==> src/rtl/wpwr_pkg.sv <==
// ----------------------------------------------------------------------------
// wpwr_pkg
// shared types and constants for the weighted pick block
// ----------------------------------------------------------------------------
package wpwr_pkg;

    localparam int unsigned MaxNodesDef   = 64;
    localparam int unsigned WeightBitsDef = 32;
    localparam int unsigned OfsW          = 38;
    localparam int unsigned PosW          = 6;
    localparam int unsigned CntW          = 7;
    localparam int unsigned SeedW         = 256;

    localparam logic [1:0] OpLoadWeight = 2'd0;
    localparam logic [1:0] OpLoadSeed   = 2'd1;
    localparam logic [1:0] OpSelect     = 2'd2;
    localparam logic [1:0] OpUnused     = 2'd3;

    typedef enum logic [3:0] {
        S_IDLE,
        S_MOD,
        S_SRCH_RD,
        S_SRCH,
        S_PREV,
        S_SHIFT_RD,
        S_SHIFT_WR,
        S_EMIT,
        S_EMPTY
    } t_state;

endpackage

==> src/rtl/wpwr_mem.sv <==
// ----------------------------------------------------------------------------
// wpwr_mem
// offset and position table, one write and one registered read port
// ----------------------------------------------------------------------------
module wpwr_mem #(
    parameter int unsigned MAX_NODES = wpwr_pkg::MaxNodesDef
) (
    input  logic                           i_clk,
    input  logic                           i_we,
    input  logic [$clog2(MAX_NODES)-1:0]   i_waddr,
    input  logic [wpwr_pkg::OfsW-1:0]      i_wofs,
    input  logic [wpwr_pkg::PosW-1:0]      i_wpos,
    input  logic [$clog2(MAX_NODES)-1:0]   i_raddr,
    output logic [wpwr_pkg::OfsW-1:0]      o_rofs,
    output logic [wpwr_pkg::PosW-1:0]      o_rpos
);
    import wpwr_pkg::*;

    logic [OfsW+PosW-1:0] r_mem [MAX_NODES];
    logic [OfsW+PosW-1:0] r_rd;

    // write and registered read
    always_ff @(posedge i_clk) begin
        if (i_we) begin
            r_mem[i_waddr] <= {i_wofs, i_wpos};
        end
        r_rd <= r_mem[i_raddr];
    end

    assign o_rofs = r_rd[OfsW+PosW-1:PosW];
    assign o_rpos = r_rd[PosW-1:0];

endmodule

==> config.mk <==
export PLATFORM = sky130hd
export DESIGN_NAME = wpwr_mem
export DESIGN_NICKNAME = d
export VERILOG_FILES = /design/src/rtl/wpwr_pkg.sv /design/src/rtl/wpwr_mem.sv
export SDC_FILE = /design/constraint.sdc
export NUM_CORES = 2
export LEC_CHECK = 0
export BUFFER_PORTS_ARGS = -buffer_cell sky130_fd_sc_hd__buf_2
export CORE_MARGIN = 4
export CORE_UTILIZATION = 32
export DETAILED_ROUTE_END_ITERATION = 8
export PLACE_DENSITY = 0.48
export SLEW_MARGIN = 0
export SYNTH_ARGS = -nofsm -noshare
export SYNTH_HDL_FRONTEND = slang
export SYNTH_SLANG_ARGS = --single-unit
==> constraint.sdc <==
create_clock -name i_clk -period 5.7 [get_ports i_clk]
set_input_delay 1.425 -clock i_clk [delete_from_list [all_inputs] [get_ports i_clk]]
set_output_delay 1.425 -clock i_clk [all_outputs]
set_load 0.05 [all_outputs]
==> impl_metrics.yaml <==
power_and_ir_drop:
  max-vdd-ir-drop_mv: 0.257
  powerDensity_nw_per_um2: 360
  power_frac_comb: 0.049
  finalPower_mw: 44.7
  seqPwrFrac: 0.523
  p_leak_nw: 38.0
  power_switching_share: 0.214
  clockPowerShare: 0.428
  power.internal_mw: 35.2
  power.net_switching_mw: 9.55
logic_synthesis:
  synth.most_common_cell: "edfxtp_1"
  syn_avg_cell_area_um2: 23.6
  ys_top_cells_by_count: "2816 x edfxtp_1, 697 x mux4_2, 124 x clkbuf_1"
  synth_top_area_frac: 0.788
  synthTopCellsByArea: "edfxtp_1 79%, mux4_2 15%, dfxtp_1 0.82%"
  synth_area_um2: 107000
  ys_seq_elements: 2860
  async_flop_share: 0
  synthDistinctLibCells: 38
  synth_warnings: 0
  yosysTopAreaCell: "edfxtp_1"
  syn_inst: 4547
  synth_edf_count: 2816
  syn_nets: 4605
  yosys_most_used_dff: "edfxtp_1"
  synth_seq_area_share: 0.796
routing:
  drtAntennaViolNets: 0
  vias: 50956
  drcViolationCount: 0
  drtPass1Iterations: 5
  wl_per_cell_um: 32.8
  drt-initial-drc-count: 5197
  viasPerCell: 5.34
  wl_mm: 313
hold_path:
  holdCritStartpoint: "r_mem[6][14]"
  hold_class: "flop to flop"
global_routing:
  grt_pass1_vias: 52631
  met3_usage: 0.0267
  grt_max_degree: 110
  gr-usage-all-layers: 0.178
  overflow: 0
  grt_pass1_wl_mm: 433
  gr-usage-met1: 0.239
  gr-max-usage-layer: "met2"
  grt_use_met2: 0.299
  antenna_found_initial: 36
clocking:
  cts_resized: 0
  clock_latency_ps: 860
  numCtsBuffers: 303
  cts_setup_buffers: 0
  clkSinkCount: 2860
  h-tree-depth: 5
  ctsLongestPathBuffers: 4
  clkSlewWorstSetupHoldPaths_ps: 60
  hold_buffers: 0
  cts-root-buf: "clkbuf_16"
  cts_tree: "built"
worst_setup_path:
  critPathKind: "input port to flop"
  path_max_fanout: 65
  worstPathRequired_ps: 6380
  cp_slowest_stage_delay_ps: 570
  crit_buf_inv: 3
  worstPathCellList: "buf_8, buf_12, buf_12, mux4_2, a22o_1, a221oi_1, a221oi_1"
  worstSetupEndpointType: "flop"
  cp-start-kind: "input port"
  path_delay_family: "buffers and inverters"
  crit_path_start: "i_raddr[0]"
  crit_arrival_ps: 4250
  critPathSlowestCell: "mux4_2"
  reg2reg_from: "r_mem[43][2]"
outcome:
  status: "complete, no violations"
timing:
  drv_slew: 0
  clock.fmax_mhz: 280
  rsz0062_at_grt: "false"
  clock_skew_ps: 31.0
  slew_headroom: 0.168
  worstMarginPinSlew_ps: 1250
  setup_viol: 0
  post-route-period-util: 0.626
  final_hold_viol_count: 0
  fin_setup_tns_ps: 0
  min_period_ps: 3570
placement:
  port_buffers: 101
  placedCellCount: 8994
  gp_congestion: 0.733
  hpwlAfterDp_mm: 172
floorplan:
  coreArea_um2: 334000
  num_io_pins: 102
  die_area_um2: 345000
  die-height_um: 587
  initial_core_util: 0.322
  die_w_um: 587
  num_rows: 212
layout:
  fin_cells: 9542
  num-fill-cells: 30065
  syn_to_final_growth_pct: 15.8
  drive_gt1_frac: 0.295
  final_nets: 4970
  final_util: 0.373
run:
  maxCapViolCount: 0
[path summary, 6_finish.rpt]
kind              endpoint  slack [ps]  cells past startpoint
setup / recovery  r_rd[11]        2130                      7
setup reg to reg   r_rd[2]        3670                      5
hold / removal    r_rd[14]         860                      5
hold reg to reg   r_rd[14]         860                      5
[worst register-to-register path: stages (launching register included)]
cell,delay [ps]
edfxtp_1,350
mux4_2,480
mux2i_1,210
a21oi_1,220
a21oi_1,460
a221oi_1,130
[logic make-up (layout without fill, tap and decap cells)]
family          after synthesis  count (layout)  share of synthesized area
other cells                   0               7                          0
mux                         768             768                      0.153
flops                      2860            2860                      0.796
buf+inv                     264             865                     0.0122
compound gates              429             429                     0.0289
simple gates                226             226                    0.00994
[layer usage]
| metal | vias up | routed length, um |
|---|---|---|
| met4 | 18 | 9680 |
| met5 | - | 94 |
| met3 | 438 | 15700 |
| met2 | 1507 | 156000 |
| li1 | 20461 | - |
| met1 | 28532 | 132000 |
[power by group through the flow]
stage | combinational (mW) | sequential, mW | clock (mW)
after floorplan | 1.10 | 23.9 | 0
after global placement | 2.22 | 23.9 | 0
after detailed placement | 2.25 | 23.9 | 0
after CTS | 2.25 | 23.4 | 19.6
after global routing | 2.34 | 23.4 | 20.5
final | 2.20 | 23.4 | 19.1
[flip-flops by register name, summed over array words and instances, names as in the netlist]
name   cells
r_rd      44
r_mem   2816
[cells in the final DEF, fill, tap and decap left out, types with 36 or more instances in the layout]
master | Yosys | final
clkbuf_1 | 124 | 78
mux4_2 | 697 | 697
clkbuf_16 | 0 | 316
buf_4 | 57 | 183
clkinv_2 | 0 | 40
a22o_1 | 70 | 70
clkinv_1 | 0 | 48
a22oi_1 | 36 | 36
dfxtp_1 | 44 | 44
nor2_1 | 107 | 43
mux2i_1 | 64 | 64
buf_2 | 58 | 97
a221oi_1 | 69 | 69
buf_12 | 0 | 41
edfxtp_1 | 2816 | 2816
a21oi_1 | 68 | 68
o22ai_1 | 99 | 99
nor2_4 | 0 | 63
[layout make-up]
class | instances | area, um^2 | share of cell area
Antenna cell | 7 | 17.5 | 0.000141
Clock buffer | 410 | 8420 | 0.0677
Clock inverter | 131 | 1120 | 0.00903
Multi-Input combinational cell | 1423 | 21100 | 0.170
Sequential cell | 2860 | 85400 | 0.687
Tap cell | 4387 | 5490 | 0.0442
Timing Repair Buffer | 324 | 2730 | 0.0219
[stage by stage]
step,hold slack [ps],setup slack [ps],instance area (um^2)
CTS,860,2120,124000
global placement,849,1170,115000
finish,856,2130,124000
detailed placement,836,1180,115000
global route,913,1980,124000
floorplan,783,245,107000
Note: power is estimated with default switching activity, not from simulation.
