**config.mk**
```make
export PLATFORM = sky130hd
export DESIGN_NAME = wpwr_mod
export DESIGN_NICKNAME = d
export VERILOG_FILES = /design/src/rtl/wpwr_pkg.sv /design/src/rtl/wpwr_mod.sv
export SDC_FILE = /design/constraint.sdc
export NUM_CORES = 1
export LEC_CHECK = 0
export BUFFER_PORTS_ARGS = -buffer_cell sky130_fd_sc_hd__buf_2
export CAP_MARGIN = 10
export CORE_ASPECT_RATIO = 1.5
export CORE_MARGIN = 2
export CORE_UTILIZATION = 55
export DETAILED_ROUTE_END_ITERATION = 8
export PLACE_DENSITY = 0.82
export SYNTH_ARGS = -nofsm -noshare
export SYNTH_HDL_FRONTEND = slang
export SYNTH_SLANG_ARGS = --single-unit
```
**constraint.sdc**
```tcl
create_clock -name i_clk -period 10.6 [get_ports i_clk]
set_clock_uncertainty 0.1 [all_clocks]
set_input_delay 0.53 -clock i_clk [delete_from_list [all_inputs] [get_ports i_clk]]
set_output_delay 0.53 -clock i_clk [all_outputs]
set_load 0.02 [all_outputs]
```
**src/rtl/wpwr_pkg.sv**
```systemverilog
// ----------------------------------------------------------------------------
// wpwr_pkg
// shared types and constants for the weighted pick block
// ----------------------------------------------------------------------------
package wpwr_pkg;

    localparam int unsigned MaxNodesDef   = 64;
    localparam int unsigned WeightBitsDef = 32;
    localparam int unsigned OfsW          = 38;
    localparam int unsigned PosW          = 6;
    localparam int unsigned CntW          = 7;
    localparam int unsigned SeedW         = 256;

    localparam logic [1:0] OpLoadWeight = 2'd0;
    localparam logic [1:0] OpLoadSeed   = 2'd1;
    localparam logic [1:0] OpSelect     = 2'd2;
    localparam logic [1:0] OpUnused     = 2'd3;

    typedef enum logic [3:0] {
        S_IDLE,
        S_MOD,
        S_SRCH_RD,
        S_SRCH,
        S_PREV,
        S_SHIFT_RD,
        S_SHIFT_WR,
        S_EMIT,
        S_EMPTY
    } t_state;

endpackage

```
**src/rtl/wpwr_mod.sv**
```systemverilog
// ----------------------------------------------------------------------------
// wpwr_mod
// bit-serial 256-bit seed modulo a 38-bit divisor, one seed bit per cycle
// ----------------------------------------------------------------------------
module wpwr_mod (
    input  logic                        i_clk,
    input  logic                        i_rst_n,
    input  logic                        i_start,
    input  logic [wpwr_pkg::SeedW-1:0]  i_seed,
    input  logic [wpwr_pkg::OfsW-1:0]   i_div,
    output logic                        o_done,
    output logic [wpwr_pkg::OfsW-1:0]   o_rem
);
    import wpwr_pkg::*;

    logic [SeedW-1:0] r_sh;
    logic [OfsW-1:0]  r_rem;
    logic [8:0]       r_cnt;
    logic             r_busy;
    logic [OfsW:0]    n_trial;

    // shift in next seed bit and conditionally subtract
    always_comb begin
        n_trial = {r_rem, r_sh[SeedW-1]};
    end

    always_ff @(posedge i_clk) begin
        if (!i_rst_n) begin
            r_busy <= 1'b0;
            r_cnt  <= '0;
        end else if (i_start) begin
            r_busy <= 1'b1;
            r_cnt  <= '0;
            r_sh   <= i_seed;
            r_rem  <= '0;
        end else if (r_busy) begin
            r_sh <= {r_sh[SeedW-2:0], 1'b0};
            if (n_trial >= {1'b0, i_div}) begin
                r_rem <= OfsW'(n_trial - {1'b0, i_div});
            end else begin
                r_rem <= OfsW'(n_trial);
            end
            r_cnt <= r_cnt + 9'd1;
            if (r_cnt == 9'(SeedW - 1)) begin
                r_busy <= 1'b0;
            end
        end
    end

    assign o_done = r_busy && (r_cnt == 9'(SeedW - 1));
    assign o_rem  = (n_trial >= {1'b0, i_div}) ? OfsW'(n_trial - {1'b0, i_div})
                                               : OfsW'(n_trial);

endmodule

```
==> results.ini <==
[run_status]
status=completed

[logic_synthesis]
ys_ff_latch=304
synth_nets=1445
ys_async_sr_fraction=0
synth-edff-count=294
synth_flop_cell=edfxtp_1
syn_inst=1107
ys_seq_area_frac=0.588
postSynthAreaPerCell_um2=13.9
ys_types=60
yosysWarnings=0
syn_area_um2=15400

[pwr]
p_leak_nw=7.10
irDropWorstVdd_v=0.000153
p_per_area_nw_per_um2=167

[finish]
finalNetCount=1757
regArea_um2=9030
final_cell_mix=buf_2, edfxtp_1, mux2_2, nor2_1, a21oi_1
nFillCells=2008
multiInputGateArea_um2=5890
layoutNonFillerInstCount=1789
area.growth.synth_to_final_pct=18.0
drive_gt1_frac=0.456
final_common_cell=buf_2

[setup_path]
r2r-start=r_rem[2]
crit_chain=ha_1, nand2_1, a211oi_4, nor2_2, o41ai_4, a31oi_4, o21ai_4, buf_4, nor4b_1, a311o_1, nor2_1, buf_2
crit_path_start_kind=flip-flop
cp.required_ns=9.97
cp_slowest_cell=buf_4
critPathCaptureType=primary output
cpPeakStageDelay_ns=0.63
cp.arrival_ns=4.56
worstSetupPathType=flip-flop to primary output
path_max_fanout=57
crit_start=r_rem[2]
r2r_cells=11

[sta]
finalSetupTns_ns=0
setup_violations=0
maxSlewHeadroom=0.249
rsz0062_at_grt=no
finalCritPeriodShare=0.489
hold_viol=0
drv_slew=0
finalCriticalPeriod_ns=5.19
timing.fmax_mhz=193
worst_pin_slew_ns=1.13

[grt]
grt_usage=0.231
overflow=0
antenna_found_initial=17
grt_pass1_wl_um=53200
grt_pass1_vias=10513
grt_max_degree=191

[floorplanning]
rows=74
start_util=0.561
core-area_um2=27400
die_x_um=140
ios=336
fp.dieArea_um2=29300
die_h_um=209

[route]
drt-total-wl_um=34600
ant_nets=0
drtIter0Drc=553
num_vias=9983
wl_per_cell_um=19.4
drt_pre_antenna_iters=4
via_per_inst=5.58
drc_errors=0

[clock_network]
cts_hold_buffers=0
clock_path_buffers=3
clk_latency_ns=0.55
cts-buffers-inserted=29
htreeDepth=1
root_buffer=clkbuf_16
clk_pin_slew_ns=0.07
post_cts_buffers=0
numClockSinks=304
cts_tree=built
postCtsResizedCells=0

[placement]
io_buffers=335
dpl.cell_count=1730
gp_congestion=0.964
dp_hpwl_um=24600

[worst_hold_path]
min_from=i_seed[0]
holdCritPathClass=input port to flip-flop
hold_depth=2

[run]
cap_violations=0

## through the flow
stage / area, um2 / hold WS (ns) / util / total power, mW / setup slack [ns]
floorplan: 15400 / 0.358 / - / 1.93 / 2.27
detailed placement: 17300 / 0.381 / 0.630 / 2.10 / 5.84
CTS: 18100 / 0.141 / 0.660 / 3.06 / 5.42
global route: 18100 / 0.158 / 0.662 / 3.16 / 5.15
finish: 18100 / 0.169 / 0.662 / 3.04 / 5.41
global placement: 17300 / 0.368 / 0.630 / 2.09 / 6.00
## cells in the mapped netlist (5+ instances only)
cell | number | area share
a211oi_1 | 6 | 0.0029
mux2_1 | 7 | 0.0051
xor2_1 | 17 | 0.0097
o211ai_1 | 8 | 0.0039
edfxtp_1 | 294 | 0.57
buf_1 | 5 | 0.0012
nand2_1 | 34 | 0.0083
nor3_1 | 6 | 0.0020
and2_1 | 36 | 0.015
clkbuf_1 | 38 | 0.0093
a21o_1 | 13 | 0.0064
mux2_2 | 255 | 0.19
nand4_1 | 13 | 0.0053
a31oi_1 | 5 | 0.0020
nor2b_1 | 6 | 0.0024
nand3_1 | 16 | 0.0052
o21ai_0 | 25 | 0.0081
ha_1 | 40 | 0.033
buf_6 | 5 | 0.0037
xnor2_1 | 19 | 0.011
nand2b_1 | 5 | 0.0020
buf_2 | 6 | 0.0020
a21oi_2 | 17 | 0.0097
a21oi_1 | 53 | 0.017
o21a_1 | 7 | 0.0034
inv_1 | 47 | 0.011
nor2_1 | 62 | 0.015
and3_1 | 5 | 0.0020
dfxtp_1 | 10 | 0.013
## layout make-up
type / instances / area share
sequential: 304 / 0.498
timing repair buffer: 339 / 0.0961
inverter: 47 / 0.00973
clock inverter: 10 / 0.00421
antenna: 12 / 0.00166
tap: 342 / 0.0236
clock buffer: 37 / 0.0417
multi-input combinational: 698 / 0.325
## sequential cells by signal, indices dropped and copies added, names as in the netlist
name / cells
r_sh: 256
r_busy: 1
r_rem: 38
r_cnt: 9
## critical path: cells and delay by family (launching register included)
| kind | cells | cell delay (ns) |
|---|---|---|
| AOI/OAI and AO/OA | 5 | 1.75 |
| buffers and inverters | 2 | 0.79 |
| and+or+nand+nor | 4 | 0.68 |
| DFF | 1 | 0.41 |
| adders and majority gates | 1 | 0.36 |
## cells by family (layout without fill, tap and decap cells)
kind of cell / Yosys count / after routing / share of synthesized area
XOR/XNOR: 36 / 36 / 0.0205
AO/OA/AOI/OAI: 164 / 164 / 0.0727
flip-flops: 304 / 304 / 0.588
AND/OR/NAND/NOR: 193 / 193 / 0.0621
multiplexers: 264 / 264 / 0.193
adder cells (fa/ha/maj): 41 / 41 / 0.0339
buffers and inverters: 105 / 433 / 0.0297
other: 0 / 12 / 0
## power breakdown
group | switching [mW] | internal, mW
Combinational | 0.357 | 0.267
Clock | 0.431 | 0.522
Sequential | 0.0291 | 1.43
## worst paths after layout
| kind | end | slack (ns) |
|---|---|---|
| max | o_rem[33] | 5.41 |
| min | r_sh[0] | 0.17 |
| min reg2reg | r_cnt[6] | 0.39 |
| max reg2reg | r_rem[33] | 6.33 |
## layer usage
layer	part of all wire	vias to the layer above	track usage	routed length [um]
li1	-	4783	-	-
met2	0.52	374	0.416	18000
met3	0.070	100	0.0527	2420
met1	0.36	4716	0.256	12600
met5	0.0015	-	0	53
met4	0.045	10	0.111	1580
(Power assumes the default switching activity.)
